**config.mk**
```make
export PLATFORM = sky130hd
export DESIGN_NAME = afap_ctrl
export DESIGN_NICKNAME = d
export VERILOG_FILES = /design/src/audio_fifo_adaptive_packetizer_core_defines.svh /design/src/afap_pkg.sv /design/src/afap_ctrl.sv
export SDC_FILE = /design/constraint.sdc
export NUM_CORES = 1
export LEC_CHECK = 0
export BUFFER_PORTS_ARGS = -buffer_cell sky130_fd_sc_hd__buf_2
export CORE_AREA = 2 2 39 41
export CTS_BUF_LIST = sky130_fd_sc_hd__clkbuf_16
export CTS_CLUSTER_SIZE = 14
export DETAILED_ROUTE_END_ITERATION = 8
export DIE_AREA = 0 0 41 43
export SYNTH_ARGS = -nofsm -noshare
export SYNTH_HDL_FRONTEND = slang
export SYNTH_SLANG_ARGS = --single-unit
```
**constraint.sdc**
```tcl
create_clock -name clk -period 2.56 [get_ports clk]
set_input_delay 0.128 -clock clk [delete_from_list [all_inputs] [get_ports clk]]
set_output_delay 0.128 -clock clk [all_outputs]
set_load 0.1 [all_outputs]
```
**src/audio_fifo_adaptive_packetizer_core_defines.svh**
```systemverilog
// Assertion macros shared by the audio FIFO packetizer RTL.
`ifndef AUDIO_FIFO_ADAPTIVE_PACKETIZER_CORE_DEFINES_SVH
`define AUDIO_FIFO_ADAPTIVE_PACKETIZER_CORE_DEFINES_SVH

// The check holds in the same cycle as the condition.
`define AFAP_ASSERT_NOW(label, cond, expr, msg) \
    label: assert property (@(posedge clk) disable iff (!rst_n) (cond) |-> (expr)) \
        else $error(msg);

// The check holds in the cycle after the condition.
`define AFAP_ASSERT_NEXT(label, cond, expr, msg) \
    label: assert property (@(posedge clk) disable iff (!rst_n) (cond) |=> (expr)) \
        else $error(msg);

`endif

```
**src/afap_pkg.sv**
```systemverilog
// Types, constants and helpers shared by the audio FIFO packetizer modules.
package afap_pkg;

    localparam int FIFO_DEPTH         = 256;
    localparam int MAX_PACKET_SAMPLES = 64;

    localparam int PTR_W      = $clog2(FIFO_DEPTH);
    localparam int LEVEL_W    = $clog2(FIFO_DEPTH + 1);
    localparam int SAMPLE_W   = 24;
    localparam int NOM_W      = 7;
    localparam int PKT_W      = 6;
    localparam int WM_W       = 9;
    localparam int CNT_W      = $clog2(MAX_PACKET_SAMPLES + 1);
    localparam int PREBUF_W   = NOM_W + PKT_W;
    localparam int CMP_W      = (LEVEL_W > PREBUF_W) ? LEVEL_W : PREBUF_W;
    localparam int CFG_IDX_W  = 3;
    localparam int CFG_DATA_W = 9;

    localparam logic [PTR_W-1:0]   PTR_LAST   = PTR_W'(FIFO_DEPTH - 1);
    localparam logic [LEVEL_W-1:0] LEVEL_FULL = LEVEL_W'(FIFO_DEPTH);
    localparam logic [NOM_W-1:0]   PKT_CAP    = NOM_W'(MAX_PACKET_SAMPLES);

    localparam logic [NOM_W-1:0] RST_NOMINAL  = NOM_W'(48);
    localparam logic [NOM_W-1:0] RST_MAX      = NOM_W'(50);
    localparam logic [PKT_W-1:0] RST_PREBUF   = PKT_W'(16);
    localparam logic [PKT_W-1:0] RST_TARGET   = PKT_W'(16);
    localparam logic [WM_W-1:0]  RST_HIGH_WM  = WM_W'(192);
    localparam logic [WM_W-1:0]  RST_CRIT_WM  = WM_W'(224);

    typedef enum logic [1:0] {
        CMD_PUSH       = 2'd0,
        CMD_FRAME_DONE = 2'd1,
        CMD_SERVICE    = 2'd2,
        CMD_STREAM     = 2'd3
    } afap_cmd_t;

    typedef enum logic [1:0] {
        ST_NONE   = 2'd0,
        ST_PACKET = 2'd1,
        ST_PREBUF = 2'd2,
        ST_SHORT  = 2'd3
    } afap_status_t;

    typedef enum logic [CFG_IDX_W-1:0] {
        REG_NOMINAL = 3'd0,
        REG_MAX     = 3'd1,
        REG_PREBUF  = 3'd2,
        REG_TARGET  = 3'd3,
        REG_HIGH_WM = 3'd4,
        REG_CRIT_WM = 3'd5
    } afap_reg_t;

    typedef enum logic [1:0] {
        S_IDLE,
        S_EXEC,
        S_EMIT
    } afap_state_t;

    typedef struct packed {
        logic item_load;
        logic exec;
        logic pop;
    } afap_dp_cmd_t;

    typedef struct packed {
        logic emit_pkt;
        logic last_pop;
    } afap_dp_status_t;

    typedef struct packed {
        logic [SAMPLE_W-1:0] sample_out;
        logic                sample_valid;
        logic                last_in_packet;
        logic                repeated;
        logic                dropped_oldest;
        logic [LEVEL_W-1:0]  buffer_level;
        logic [PKT_W-1:0]    queued;
        logic                started;
        logic                start_now;
        logic                service_wanted;
        afap_status_t        step_status;
    } afap_result_t;

    function automatic logic [PTR_W-1:0] ptr_inc(input logic [PTR_W-1:0] p);
        return (p == PTR_LAST) ? '0 : p + 1'b1;
    endfunction

endpackage

```
**src/afap_ctrl.sv**
```systemverilog
// Controller: sequences one word at a time and owns the output valid flag.
module afap_ctrl (
    input  logic                        clk,
    input  logic                        rst_n,
    input  logic                        in_valid,
    output logic                        in_ready,
    output logic                        out_valid,
    input  logic                        out_ready,
    input  afap_pkg::afap_dp_status_t   status,
    output afap_pkg::afap_dp_cmd_t      cmd
);
    import afap_pkg::*;

    afap_state_t state_reg, state_next;
    logic        out_valid_reg, out_valid_next;
    logic        slot_free;
    logic        load;

    assign slot_free = !out_valid_reg || out_ready;

    always_comb
    begin
        state_next = state_reg;
        cmd        = '0;
        in_ready   = 1'b0;
        load       = 1'b0;
        unique case (state_reg)
            S_IDLE:
            begin
                in_ready = 1'b1;
                if (in_valid)
                begin
                    cmd.item_load = 1'b1;
                    state_next    = S_EXEC;
                end
            end
            S_EXEC:
            begin
                if (slot_free)
                begin
                    cmd.exec = 1'b1;
                    if (status.emit_pkt)
                    begin
                        state_next = S_EMIT;
                    end
                    else
                    begin
                        load       = 1'b1;
                        state_next = S_IDLE;
                    end
                end
            end
            S_EMIT:
            begin
                if (slot_free)
                begin
                    cmd.pop = 1'b1;
                    load    = 1'b1;
                    if (status.last_pop)
                    begin
                        state_next = S_IDLE;
                    end
                end
            end
            default:
            begin
                state_next = S_IDLE;
            end
        endcase
        out_valid_next = load || (out_valid_reg && !out_ready);
    end

    always_ff @(posedge clk or negedge rst_n)
    begin
        if (!rst_n)
        begin
            state_reg     <= S_IDLE;
            out_valid_reg <= 1'b0;
        end
        else
        begin
            state_reg     <= state_next;
            out_valid_reg <= out_valid_next;
        end
    end

    assign out_valid = out_valid_reg;

endmodule

```
==> impl_metrics.csv, run 1 <==
group,metric,value,unit
logic_synthesis,synth_fp_nets,36,
logic_synthesis,post-synth-top-area-fraction,30.93,%
logic_synthesis,netlist_area,242.7,um2
timing,holdWs,0.1933,ns
clocking,cts.clk_slew.worst_paths,0.03,ns
timing,finalCritPeriodShare,64.70,%
global_route,global_route_wire_length_before_repair,834,um
timing,hold_viol_final,0,
route,route.detailed.drc,0,
critical_path,path_class,"reg -> out",
job,max-cap-violations,0,
route,wire_per_inst,9.517,um
critical_path,worst_setup_path_start_kind,"flop",
logic_synthesis,yosys-top-cells-area,"dfrtp_1, ha_1, o21ai_4",
clocking,clkLatencyLatePin,0.22,ns
clocking,cts-resized-gates,0,
final_layout,final_cell_count_no_fill,58,
clocking,cts_tree,"built",
floorplan,ioPinCount,11,
route,number_of_detailed_routing_iterations_run_before_antenna_repair,4,
logic_synthesis,syn_area_per_cell,8.990,um2
critical_path,critPathMaxStageDelay,0.41,ns
clocking,clkSinkCount,3,
logic_synthesis,seq_total_area_yosys,30.93,%
final_layout,diodes,0,
route,drt_iter0_markers,2,
place,dp_worst_setup_slack,1.139,ns
global_route,grt_use_total,8.735,%
timing,timing.final.setup_violations,0,
route,post_detailed_routing_wire_length,552,um
place,dp.cells,53,
final_layout,final_layout_size_suffix_gt1_share,40.48,%
final_layout,num-nets-final,52,
place,hpwlAfterDp,412.9,um
critical_path,crit_slowest_cell,"buf_2",
critical_path,worst-path-buf-inv,2,
run_status,run_status,"complete, no violations",
final_layout,synth_to_layout_area_growth,65.46,%
clocking,cts_root_buf,"clkbuf_16",
route,ant_nets,0,
clocking,cts_made_buffers,3,
timing,highest_clock_frequency_the_design_can_meet,0.6037,GHz
critical_path,timing.critical_path.fanout_max,5,
critical_path,critPathRequiredTime,2.43,ns
global_route,first_global_vias,213,
global_route,grt_antenna_before_repair,0,
clocking,post_cts_repair_setup_buffers,0,
global_route,globalRouteOverflowTotal,0,
logic_synthesis,netlist_instances,27,
place,gp_routability_congestion,0.7048,
floorplan,die-area,1763,um2
timing,worst_clock_skew,0.00006578,ns
logic_synthesis,commonest_cells_in_the_netlist,"dfrtp_1, ha_1",
min_path,min-delay-path-class,"in -> reg",
floorplan,die_x,41,um
logic_synthesis,dominantRegCellSynth,"dfrtp_1",
logic_synthesis,postSynth.asyncResetShare,100.0,%
floorplan,floorplan.die.height,43,um
timing,timing.final.crit_period,1.656,ns
floorplan,initial_core_util,17.54,%
clocking,cts_htree_levels,1,
place,portBuffers,10,
logic_synthesis,ys_warn_count,0,
logic_synthesis,synthDistinctLibCells,18,
clocking,cts-root-to-sink-buffers,2,
timing,tightestPinTransition,0.4853,ns
critical_path,timing.critical_path.max_delay_family,"buffers and inverters",
timing,finalSetupTns,0,ns
timing,slew_headroom,67.87,%
route,routed_via_density,3.897,
logic_synthesis,synth-seq-cells,3,
floorplan,fp.coreArea,1384,um2
timing,finalMaxSlewViolations,0,
logic_synthesis,synth_enable_flop_cells,0,
timing,final.setup.worst_slack,0.9036,ns
final_layout,largest_register_ff_count,2,
critical_path,setup.reg_to_reg.worst_slack,1.21,ns
critical_path,timing.critical_path.cells,"inv_1 -> ha_1 -> and2_2 -> buf_2",
floorplan,placement_rows,14,
logic_synthesis,synth.largest_area_cell,"dfrtp_1",
global_route,grt_max_degree,6,
critical_path,endpoint_kind,"output pin",
critical_path,worst-endpoint-arrival,1.53,ns
route,detailroute.via_count,226,
timing,rsz0062_at_grt,"no",
## worst reg2reg max path: cells and delay by family (launching register included)
kind            cells  cell delay (ns)
compound gates      3             0.45
buf+inv             2             0.16
flops               1             0.39
fa+ha+maj           1             0.24
## timing repair
item	4_1_cts	5_1_grt
endpoints found under the hold margin	3	0
hold buffers	1	0
setup endpoints to repair	0	0
## cells in the final DEF, fill, tap and decap left out
master / instances
nor2b_1: 1
nand3_1: 2
a21oi_2: 1
and2_2: 1
a31oi_1: 1
ha_1: 3
nor2_1: 2
nand2b_1: 2
o21ai_4: 1
buf_2: 10
inv_1: 3
inv_2: 1
clkbuf_16: 3
or2_1: 1
nand2_1: 1
a311oi_1: 1
dlygate4sd3_1: 1
o21ai_0: 1
dfrtp_1: 3
and2_1: 2
o211ai_1: 1
## path summary, 6_finish.rpt
path / cells after the start / start / to
max: 4 / state_reg[0] / cmd[0]
min: 3 / in_valid / state_reg[0]
max reg2reg: 6 / state_reg[0] / state_reg[0]
min reg2reg: 2 / out_valid / out_valid
max in group asynchronous: 2 / rst_n / state_reg[0]
min in group asynchronous: 2 / rst_n / out_valid
## through the flow
stage,util (%),cell area [um2]
after floorplan,-,242.7
after global placement,22.60,312.8
after detailed placement,22.60,312.8
after CTS,29.02,401.6
after global routing,29.02,401.6
final,29.02,401.6
## kinds of logic (layout without fill, tap and decap cells)
kind of cell | Yosys count | in the layout | synth area share, %
adders and majority gates | 3 | 3 | 15.47
DFF | 3 | 3 | 30.93
AOI/OAI and AO/OA | 6 | 6 | 21.65
and+or+nand+nor | 12 | 12 | 27.32
buffers and inverters | 3 | 18 | 4.639
## layout make-up
type,instances,area (um2)
Tap cell,16,20.02
Inverter,3,11.26
Clock inverter,1,3.754
Clock buffer,3,75.07
Multi-Input combinational cell,21,156.4
Fill cell,148,982.2
Sequential cell,3,75.07
Timing Repair Buffer,11,60.06
## routing by layer
layer	global-route usage [%]	part of all wire [%]	wire length (um)	up-vias
met4	16.00	8.7	48	0
met3	4.712	11	58	4
li1	-	-	-	121
met1	7.717	43	238	89
met2	9.375	38	207	12
met5	0	0	0	-
Power of run 1 is not shown: default switching activity piles up to over one toggle a cycle in this logic, so the estimate is an artifact.
==> run 2, diff against run 1 <==
clock period = 1.4 ns   (was 2.56 ns; I/O delays follow)
==> run 2 against run 1 <==
Cell count grew 8.6%; register-to-register slack worse by 1.1 ns; via count rose by 19%; count of clock-buffer cells in the layout stayed put; global-route usage rose by 2.4 points; cell area up 32%; worst hold slack worse by 0.037 ns; worst setup slack lost 0.89 ns; clock skew rose by 0.0012 ns; die area did not move; critical path depth rose by 1; critical endpoint is now cmd[2].
==> impl_metrics.csv, run 2 (synthesized netlist as in run 1, its figures left out) <==
group,metric,value,unit
job,max-cap-violations,0,
route,number_of_detailed_routing_iterations_run_before_antenna_repair,2,
global_route,grt_use_total,11.16,%
place,hpwlAfterDp,473.3,um
place,gp_routability_congestion,0.8176,
timing,finalMaxSlewViolations,0,
timing,slew_headroom,68.13,%
clocking,cts-root-to-sink-buffers,2,
floorplan,die-area,1763,um2
final_layout,most-common-layout-cells,"buf_2, buf_4, buf_12, inv_2, clkbuf_16",
route,post_detailed_routing_wire_length,651,um
timing,finalSetupTns,0,ns
critical_path,worst_setup_path_start_kind,"flop",
route,drt_iter0_markers,1,
min_path,min-delay-path-class,"in -> reg",
timing,final.setup.worst_slack,0.01628,ns
place,portBuffers,10,
route,routed_via_density,4.254,
floorplan,floorplan.die.height,43,um
critical_path,worst-endpoint-arrival,1.31,ns
route,detailroute.via_count,268,
timing,timing.final.crit_period,1.384,ns
timing,worst_clock_skew,0.001284,ns
floorplan,placement_rows,14,
floorplan,die_x,41,um
route,wire_per_inst,10.33,um
final_layout,final.fill_count,139,
critical_path,timing.critical_path.fanout_max,4,
timing,hold_viol_final,0,
timing,holdWs,0.1560,ns
final_layout,diodes,0,
route,ant_nets,0,
timing,tightestPinTransition,0.4814,ns
timing,timing.final.setup_violations,0,
timing,finalCritPeriodShare,98.84,%
clocking,cts_tree,"built",
clocking,cts_made_buffers,3,
route,route.detailed.drc,0,
global_route,first_global_vias,278,
critical_path,path_class,"reg -> out",
global_route,globalRouteOverflowTotal,0,
final_layout,synth_to_layout_area_growth,118.0,%
place,dp_worst_setup_slack,0.06603,ns
final_layout,most_common_cell_after_layout_fill_and_taps_aside,"buf_2",
clocking,cts.clk_slew.worst_paths,0.03,ns
final_layout,multi_input_area,185.2,um2
critical_path,endpoint_kind,"output pin",
timing,rsz0062_at_grt,"yes",
final_layout,largest_register_ff_count,2,
floorplan,ioPinCount,11,
timing,highest_clock_frequency_the_design_can_meet,0.7227,GHz
clocking,cts_htree_levels,1,
floorplan,fp.coreArea,1384,um2
final_layout,final_layout_size_suffix_gt1_share,65.96,%
clocking,clkSinkCount,3,
global_route,grt_max_degree,6,
clocking,cts_root_buf,"clkbuf_16",
global_route,grt_antenna_before_repair,0,
run_status,run_status,"complete, no violations",
clocking,clkLatencyLatePin,0.22,ns
final_layout,num-nets-final,57,
global_route,global_route_wire_length_before_repair,1.186,mm
final_layout,sequential_cell_area,76.32,um2
critical_path,critPathRequiredTime,1.33,ns
floorplan,initial_core_util,17.54,%
-- run 2: routing by layer --
layer	wire length, um	vias up	part of all wire (%)	track usage [%]
met5	0	-	0	0
met4	37	0	5.7	14.00
met3	47	4	7.2	3.141
met2	298	14	46	14.37
met1	268	119	41	12.26
li1	-	131	-	-
-- run 2: path summary, 6_finish.rpt --
check | start | endpoint | slack (ns) | cells after the start
hold reg to reg | out_valid | out_valid | 0.60 | 2
hold / removal | status[1] | state_reg[1] | 0.16 | 3
setup reg to reg | state_reg[0] | state_reg[1] | 0.10 | 7
setup / recovery | state_reg[0] | cmd[2] | 0.02 | 5
max in group asynchronous | rst_n | out_valid | 1.11 | 2
min in group asynchronous | rst_n | out_valid | 0.17 | 2
-- run 2: area by class of cell --
| type | instances | share of cell area [%] |
|---|---|---|
| clock buffer | 3 | 14.18 |
| clock inverter | 1 | 0.7092 |
| inverter | 3 | 2.128 |
| multi-input combinational | 21 | 34.99 |
| sequential | 3 | 14.42 |
| tap | 16 | 3.783 |
| timing repair buffer | 16 | 29.79 |
-- run 2: timing repair --
action | CTS | global route
endpoints found under the hold margin | 3 | 0
buffers inserted | 1 | 1
gates resized for setup | 3 | 3
setup endpoints to repair | 2 | 4
pin swaps | 1 | 1
hold buffers | 1 | 0
-- run 2: worst max-delay path, stage by stage (launching register included) --
cell	delay, ns
dfrtp_1	0.41
inv_2	0.08
buf_4	0.12
ha_4	0.16
and2_4	0.15
buf_12	0.16
-- run 2: stage by stage --
step	cells	util (%)	instance area (um2)
2_1_floorplan	27	-	260.3
5_1_grt	63	38.25	529.3
3_3_place_gp	56	29.84	412.9
4_1_cts	62	37.16	514.2
6_report	63	38.25	529.3
3_5_place_dp	56	29.84	412.9
Power of run 2 is left out for the same reason.
